<file path="src/hdl/srt_pkg.sv">
`timescale 1ns / 1ps

package srt_pkg;

    // operation codes
    localparam logic [2:0] FUNC_INSERT = 3'd0;
    localparam logic [2:0] FUNC_REMOVE = 3'd1;
    localparam logic [2:0] FUNC_CHANGE = 3'd2;
    localparam logic [2:0] FUNC_QUERY  = 3'd3;
    localparam logic [2:0] FUNC_LIST   = 3'd4;

    // result status codes
    localparam logic [3:0] ST_INSTALLED     = 4'd0;
    localparam logic [3:0] ST_EXISTS        = 4'd1;
    localparam logic [3:0] ST_REMOVED       = 4'd2;
    localparam logic [3:0] ST_NOT_INSTALLED = 4'd3;
    localparam logic [3:0] ST_CHANGED       = 4'd4;
    localparam logic [3:0] ST_REPORT        = 4'd5;
    localparam logic [3:0] ST_LIST_ENTRY    = 4'd6;
    localparam logic [3:0] ST_EMPTY         = 4'd7;
    localparam logic [3:0] ST_FULL          = 4'd8;

    typedef struct packed {
        logic [15:0] key;
        logic [15:0] current;
        logic [15:0] voltage;
        logic [15:0] eff;
        logic [31:0] power;
    } t_rec;

endpackage

</file>
<file path="src/hdl/srt_ctrl.sv">
`timescale 1ns / 1ps

module srt_ctrl #(
    parameter int TABLE_DEPTH = 64,
    parameter int AW          = 6
) (
    input  logic          i_clk,
    input  logic          i_rst_n,
    input  logic          i_in_valid,
    output logic          o_in_ready,
    input  logic [2:0]    i_func,
    input  logic [15:0]   i_sensor_id,
    input  logic [15:0]   i_current,
    input  logic [15:0]   i_voltage,
    input  logic [15:0]   i_efficiency,
    output logic          o_out_valid,
    input  logic          i_out_ready,
    output logic [3:0]    o_status,
    output logic [15:0]   o_rec_id,
    output logic [31:0]   o_rec_power,
    output logic [15:0]   o_rec_efficiency,
    output logic          o_last,
    output logic          o_mem_wr_en,
    output logic [AW-1:0] o_mem_wr_addr,
    output srt_pkg::t_rec o_mem_wr_data,
    output logic          o_mem_rd_en,
    output logic [AW-1:0] o_mem_rd_addr,
    input  srt_pkg::t_rec i_mem_rd_data
);

    localparam int CW = $clog2(TABLE_DEPTH + 1);

    localparam logic [2:0] S_IDLE  = 3'd0;
    localparam logic [2:0] S_SRCH  = 3'd1;
    localparam logic [2:0] S_SHIFT = 3'd2;
    localparam logic [2:0] S_QRD   = 3'd3;
    localparam logic [2:0] S_LIST  = 3'd4;
    localparam logic [2:0] S_FIN   = 3'd5;

    logic [2:0]    r_state, n_state;
    logic [CW-1:0] r_fill, n_fill;
    logic [CW-1:0] r_rd_idx, n_rd_idx;
    logic          r_chk_vld, n_chk_vld;
    logic [AW-1:0] r_chk_idx, n_chk_idx;
    logic [3:0]    r_status, n_status;
    logic          r_out_valid, n_out_valid;

    logic [2:0]    r_func;
    srt_pkg::t_rec r_new;

    logic [3:0]    r_o_status, n_o_status;
    logic [15:0]   r_o_id, n_o_id;
    logic [31:0]   r_o_power, n_o_power;
    logic [15:0]   r_o_eff, n_o_eff;
    logic          r_o_last, n_o_last;

    logic          out_free;
    logic          hit;
    logic          emit;
    logic          emit_ok;
    logic          list_last;
    logic [3:0]    e_status;
    srt_pkg::t_rec e_rec;
    logic          e_last;

    assign out_free  = !r_out_valid || i_out_ready;
    assign hit       = r_chk_vld && (i_mem_rd_data.key == r_new.key);
    assign list_last = ((CW'(r_chk_idx) + CW'(1)) == r_fill);
    assign emit_ok   = r_chk_vld && out_free;

    always_comb begin
        n_state     = r_state;
        n_fill      = r_fill;
        n_rd_idx    = r_rd_idx;
        n_chk_vld   = r_chk_vld;
        n_chk_idx   = r_chk_idx;
        n_status    = r_status;
        o_mem_wr_en   = 1'b0;
        o_mem_wr_addr = r_chk_idx;
        o_mem_wr_data = r_new;
        o_mem_rd_en   = 1'b0;
        o_mem_rd_addr = r_rd_idx[AW-1:0];
        emit     = 1'b0;
        e_status = r_status;
        e_rec    = '0;
        e_last   = 1'b1;

        unique case (r_state)
            S_IDLE: begin
                if (i_in_valid) begin
                    n_rd_idx  = '0;
                    n_chk_vld = 1'b0;
                    if (i_func == srt_pkg::FUNC_LIST) begin
                        if (r_fill == '0) begin
                            n_status = srt_pkg::ST_EMPTY;
                            n_state  = S_FIN;
                        end else begin
                            n_state = S_LIST;
                        end
                    end else if (i_func <= srt_pkg::FUNC_QUERY) begin
                        n_state = S_SRCH;
                    end
                end
            end

            S_SRCH: begin
                if (hit) begin
                    unique case (r_func)
                        srt_pkg::FUNC_INSERT: begin
                            n_status = srt_pkg::ST_EXISTS;
                            n_state  = S_FIN;
                        end
                        srt_pkg::FUNC_CHANGE: begin
                            o_mem_wr_en   = 1'b1;
                            o_mem_wr_addr = r_chk_idx;
                            n_status      = srt_pkg::ST_CHANGED;
                            n_state       = S_FIN;
                        end
                        srt_pkg::FUNC_QUERY: begin
                            o_mem_rd_en   = 1'b1;
                            o_mem_rd_addr = r_chk_idx;
                            n_state       = S_QRD;
                        end
                        default: begin
                            // remove: pull every later record down one slot
                            n_rd_idx  = CW'(r_chk_idx) + CW'(1);
                            n_chk_vld = 1'b0;
                            n_state   = S_SHIFT;
                        end
                    endcase
                end else if (r_rd_idx < r_fill) begin
                    o_mem_rd_en = 1'b1;
                    n_chk_idx   = r_rd_idx[AW-1:0];
                    n_rd_idx    = r_rd_idx + CW'(1);
                    n_chk_vld   = 1'b1;
                end else begin
                    n_chk_vld = 1'b0;
                    if (!r_chk_vld) begin
                        n_state = S_FIN;
                        if (r_func == srt_pkg::FUNC_INSERT) begin
                            if (r_fill >= CW'(TABLE_DEPTH)) begin
                                n_status = srt_pkg::ST_FULL;
                            end else begin
                                o_mem_wr_en   = 1'b1;
                                o_mem_wr_addr = r_fill[AW-1:0];
                                n_fill        = r_fill + CW'(1);
                                n_status      = srt_pkg::ST_INSTALLED;
                            end
                        end else begin
                            n_status = srt_pkg::ST_NOT_INSTALLED;
                        end
                    end
                end
            end

            S_SHIFT: begin
                // write slot k-1 while reading slot k+1
                if (r_chk_vld) begin
                    o_mem_wr_en   = 1'b1;
                    o_mem_wr_addr = r_chk_idx - AW'(1);
                    o_mem_wr_data = i_mem_rd_data;
                end
                if (r_rd_idx < r_fill) begin
                    o_mem_rd_en = 1'b1;
                    n_chk_idx   = r_rd_idx[AW-1:0];
                    n_rd_idx    = r_rd_idx + CW'(1);
                    n_chk_vld   = 1'b1;
                end else begin
                    n_chk_vld = 1'b0;
                    if (!r_chk_vld) begin
                        n_fill   = r_fill - CW'(1);
                        n_status = srt_pkg::ST_REMOVED;
                        n_state  = S_FIN;
                    end
                end
            end

            S_QRD: begin
                if (out_free) begin
                    emit     = 1'b1;
                    e_status = srt_pkg::ST_REPORT;
                    e_rec    = i_mem_rd_data;
                    n_state  = S_IDLE;
                end
            end

            S_LIST: begin
                // the read data register doubles as a one-entry buffer
                if (emit_ok) begin
                    emit     = 1'b1;
                    e_status = srt_pkg::ST_LIST_ENTRY;
                    e_rec    = i_mem_rd_data;
                    e_last   = list_last;
                end
                if ((r_rd_idx < r_fill) && (!r_chk_vld || emit_ok)) begin
                    o_mem_rd_en = 1'b1;
                    n_chk_idx   = r_rd_idx[AW-1:0];
                    n_rd_idx    = r_rd_idx + CW'(1);
                    n_chk_vld   = 1'b1;
                end else if (emit_ok) begin
                    n_chk_vld = 1'b0;
                    if (list_last) begin
                        n_state = S_IDLE;
                    end
                end
            end

            S_FIN: begin
                if (out_free) begin
                    emit    = 1'b1;
                    n_state = S_IDLE;
                end
            end

            default: begin
                n_state = S_IDLE;
            end
        endcase

        n_out_valid = r_out_valid;
        n_o_status  = r_o_status;
        n_o_id      = r_o_id;
        n_o_power   = r_o_power;
        n_o_eff     = r_o_eff;
        n_o_last    = r_o_last;
        if (emit) begin
            n_out_valid = 1'b1;
            n_o_status  = e_status;
            n_o_id      = e_rec.key;
            n_o_power   = e_rec.power;
            n_o_eff     = e_rec.eff;
            n_o_last    = e_last;
        end else if (i_out_ready) begin
            n_out_valid = 1'b0;
        end
    end

    always_ff @(posedge i_clk) begin
        if (!i_rst_n) begin
            r_state     <= S_IDLE;
            r_fill      <= '0;
            r_rd_idx    <= '0;
            r_chk_vld   <= 1'b0;
            r_out_valid <= 1'b0;
        end else begin
            r_state     <= n_state;
            r_fill      <= n_fill;
            r_rd_idx    <= n_rd_idx;
            r_chk_vld   <= n_chk_vld;
            r_out_valid <= n_out_valid;
        end
    end

    always_ff @(posedge i_clk) begin
        r_chk_idx  <= n_chk_idx;
        r_status   <= n_status;
        r_o_status <= n_o_status;
        r_o_id     <= n_o_id;
        r_o_power  <= n_o_power;
        r_o_eff    <= n_o_eff;
        r_o_last   <= n_o_last;
        if (i_in_valid && o_in_ready) begin
            r_func        <= i_func;
            r_new.key     <= i_sensor_id;
            r_new.current <= i_current;
            r_new.voltage <= i_voltage;
            r_new.eff     <= i_efficiency;
            r_new.power   <= 32'(i_current) * 32'(i_voltage);
        end
    end

    assign o_in_ready       = (r_state == S_IDLE);
    assign o_out_valid      = r_out_valid;
    assign o_status         = r_o_status;
    assign o_rec_id         = r_o_id;
    assign o_rec_power      = r_o_power;
    assign o_rec_efficiency = r_o_eff;
    assign o_last           = r_o_last;

endmodule

</file>
<file path="config.mk">
export PLATFORM = sky130hd
export DESIGN_NAME = srt_ctrl
export DESIGN_NICKNAME = d
export VERILOG_FILES = /design/src/hdl/srt_pkg.sv /design/src/hdl/srt_ctrl.sv
export SDC_FILE = /design/constraint.sdc
export NUM_CORES = 1
export LEC_CHECK = 0
export BUFFER_PORTS_ARGS = -buffer_cell sky130_fd_sc_hd__buf_2
export CAP_MARGIN = 20
export CELL_PAD_IN_SITES_DETAIL_PLACEMENT = 0
export CELL_PAD_IN_SITES_GLOBAL_PLACEMENT = 1
export CORE_MARGIN = 3
export CORE_UTILIZATION = 44
export CTS_CLUSTER_DIAMETER = 50
export DETAILED_ROUTE_END_ITERATION = 7
export PLACE_DENSITY = 0.84
export SYNTH_ARGS = -nofsm -noshare
export SYNTH_HDL_FRONTEND = slang
export SYNTH_SLANG_ARGS = --single-unit
export TNS_END_PERCENT = 5
</file>
<file path="constraint.sdc">
create_clock -name i_clk -period 6.76 [get_ports i_clk]
set_input_delay 0 -clock i_clk [delete_from_list [all_inputs] [get_ports i_clk]]
set_output_delay 0 -clock i_clk [all_outputs]
set_load 0.05 [all_outputs]
</file>
==> key figures <==
Power and ir drop
  • Cell-internal power: 0.00480 W
  • Leakage: 10.4 nW
  • Logic pwr share: 0.683
  • Switching portion of total power: 0.479
  • Flop pwr share: 0.204
  • Switching power: 0.00442 W
  • Clock power frac: 0.113
  • Worst VDD drop: between 0.0003 and 0.0004 V
  • Pwr dens: 425 mW/mm2
  • Total power: 0.00922 W

Die
  • I/O Pins: 348
  • Initial Utilization: 0.451
  • Die height: 206 um
  • Die W: 206 um
  • # rows: 72
  • Core area: 0.0391 mm2
  • Die Area: 0.0426 mm2

STA
  • Finish-stage setup viols: 0
  • Actual slew at the worst max-slew pin: ~1100 ps
  • Fin crit share: 0.934
  • Fmax: 158 MHz
  • Total negative slack: 0 ps
  • Final Hold Viols: 0
  • Unrepaired setup endpoints after global routing: no
  • Slew HR: 0.282
  • Final slew viol count: 0
  • Final min period: 6310 ps
  • Setup ws final: roughly 450 ps
  • Clock skew: between 15 and 20 ps

Synthesis
  • Avg Synthesized Cell Area: just under 10 um2
  • Synth Flop Type: edfxtp_1
  • Seq/Total Area, Yosys: 0.324
  • Syn Inst Count: around 1.8k
  • Post-synthesis async set-or-reset flop share: 0
  • Post-synth EDFFs: around 180
  • #FFs+latches synth: 197
  • Cell variety after synth: 71
  • Mapped Area: 0.0177 mm2
  • Post-Syn Nets: 2310
  • Ys Warns: 0

Hold path
  • Worst Hold End: r_new[65]
  • Cell count of the worst hold path: 1
  • Worst Hold Class: input pin to register
  • Hold path start: i_current[1]

Global route
  • Total GRT Usage: 0.243
  • Vias in the first global route: 14.4k
  • Global-route wire length before repair: 79800 um
  • Largest net degree at the start of global routing: 98
  • Initial antenna violation count: 0
  • GR Overflow Total: 0

Layout
  • Fill cells: 3468
  • Commonest non-fill, non-tap cell in the layout: nand2_1
  • Fin nets: 2736
  • Most frequent cells in the layout: nand2_1 (456), buf_2 (347), inv_1 (245), fa_1 (195), and2_1 (185)
  • Final Core Density: 0.555
  • Diode count: 0
  • Final cell count without fillers: roughly 2.8k
  • Area Growth Syn to Fin: 23.0%
  • Share of layout cells above drive strength 1: 0.186

Route
  • Routed WL per cell: 18.9 um
  • Vias: 14.4k
  • Routed WL: 52600 um
  • Via density: 5.16
  • # DRC: 0
  • DRT iter0 DRCs: between 1k and 1.5k
  • 1st-pass router iterations: 5
  • Post-DRT Antenna Nets: 0

CTS
  • Worst-path clk slew: about 70 ps
  • CTS tree: yes
  • CTS resizes: 0
  • Total CTS buffers: 17
  • Htree depth: 4
  • Clk Latency, worst-skew pair: 460 ps
  • CTS Root Cell: clkbuf_16
  • Hold buffer count at cts: 125
  • Post-CTS Repair Setup Buffers: 0
  • Clk buf depth: 2
  • Clk sinks: 197

Setup path
  • Reg2reg setup slack: 3760 ps
  • WP data required: 6960 ps
  • Critical path launch point: i_voltage[1]
  • Critical path arrival: between 6000 and 7000 ps
  • Crit. End Element: register
  • Crit Reg-Reg Startpoint: r_state[0]
  • FF-to-FF End: r_new[6]
  • CP max FO: 17
  • Worst Reg-to-Reg Cells: 3
  • Setup CP Type: input pin to register
  • Worst setup SP type: input pin

Place
  • GP Congestion: approximately 0.90
  • Placed Cells: 2630
  • DP HPWL: 39700 um
  • Port bufs: 347
  • Dpl ws: between 500 and 600 ps

Run
  • Max Cap Viol: 0

Run status
  • Outcome: finished, final reports clean
-- metal layers --
layer | GRT usage | vias up | part of all wire
met3 | 0.0537 | 66 | 0.084
met1 | 0.327 | 6994 | 0.42
li1 | - | 6680 | -
met2 | 0.398 | 630 | 0.47
met5 | 0 | - | 0
met4 | 0.0672 | 0 | 0.022
-- worst max path at each step --
stage	end	slack, ps
global placement	r_new[31]	660
CTS	r_new[31]	460
floorplan	r_new[30]	1210
global route	r_new[31]	90
finish	r_new[31]	450
detailed placement	r_new[31]	570
-- final cells by class --
type,instances,area (um2),share of cell area
Clock buffer,17,425,0.0196
Clock inverter,15,196,0.00905
Inverter,246,926,0.0427
Multi-Input combinational cell,1312,10700,0.494
Sequential cell,197,5730,0.264
Tap cell,518,648,0.0299
Timing Repair Buffer,482,3060,0.141
-- worst max-delay path: stages --
cell	delay, ps
dlygate4sd3_1	550
buf_2	350
nand2_1	140
fa_1	520
fa_1	570
fa_1	450
fa_1	550
inv_1	50
fa_1	470
inv_1	50
fa_1	470
inv_1	40
ha_1	340
a211o_1	340
a21oi_1	230
o21ai_0	140
o21ai_0	390
a41oi_1	290
a211o_1	320
a21oi_1	180
xnor2_1	80
-- power groups by stage --
stage	clock network [W]	registers, W	logic, W
3_5_place_dp	0	0.00190	0.00621
4_1_cts	0.00107	0.00188	0.00631
6_report	0.00104	0.00188	0.00629
3_3_place_gp	0	0.00190	0.00608
5_1_grt	0.00112	0.00189	0.00702
2_1_floorplan	0	0.00192	0.00462
-- metrics by stage --
stage          hold WS [ps]  area [um2]
2_1_floorplan          98.9       17700
5_1_grt                15.9       21700
4_1_cts                3.24       21700
3_5_place_dp            179       19800
3_3_place_gp            177       19800
6_report               41.2       21700
-- state kept, by name (all words and copies together), names as in the netlist, 4 cells and up --
name              cells
r_status              4
o_status              4
r_chk_idx             6
r_fill                7
r_new                96
o_rec_efficiency     16
r_rd_idx              7
o_rec_id             16
o_rec_power          32
-- cell families (layout without fill, tap and decap cells) --
logic type / Yosys count / count (layout) / synth area share
AOI/OAI and AO/OA: 166 / 166 / 0.0629
xor gates and xnor gates: 64 / 64 / 0.0318
adders and majority gates: 313 / 313 / 0.305
buffers and inverters: 321 / 760 / 0.0701
DFF: 197 / 197 / 0.324
muxes: 9 / 9 / 0.00546
and+or+nand+nor: 760 / 760 / 0.201
-- cells in the mapped netlist (all sizes together), types with 7 or more instances --
| cell type | number | area, um2 |
|---|---|---|
| nand2 | 458 | 1730 |
| inv | 246 | 926 |
| fa | 195 | 3900 |
| and2 | 189 | 1180 |
| edfxtp | 178 | 5350 |
| ha | 118 | 1480 |
| clkbuf | 65 | 244 |
| a21oi | 54 | 282 |
| nor2 | 41 | 161 |
| xnor2 | 36 | 315 |
| o21ai | 30 | 150 |
| xor2 | 28 | 245 |
| dfxtp | 19 | 380 |
| a21o | 16 | 120 |
| nand3 | 14 | 70.1 |
| buf | 9 | 58.8 |
| nor4 | 9 | 68.8 |
| nor3 | 8 | 45.0 |
| o21a | 8 | 60.1 |
| or2 | 8 | 50.1 |
| nand4 | 7 | 43.8 |
Note: power is estimated with default switching activity, not from simulation.
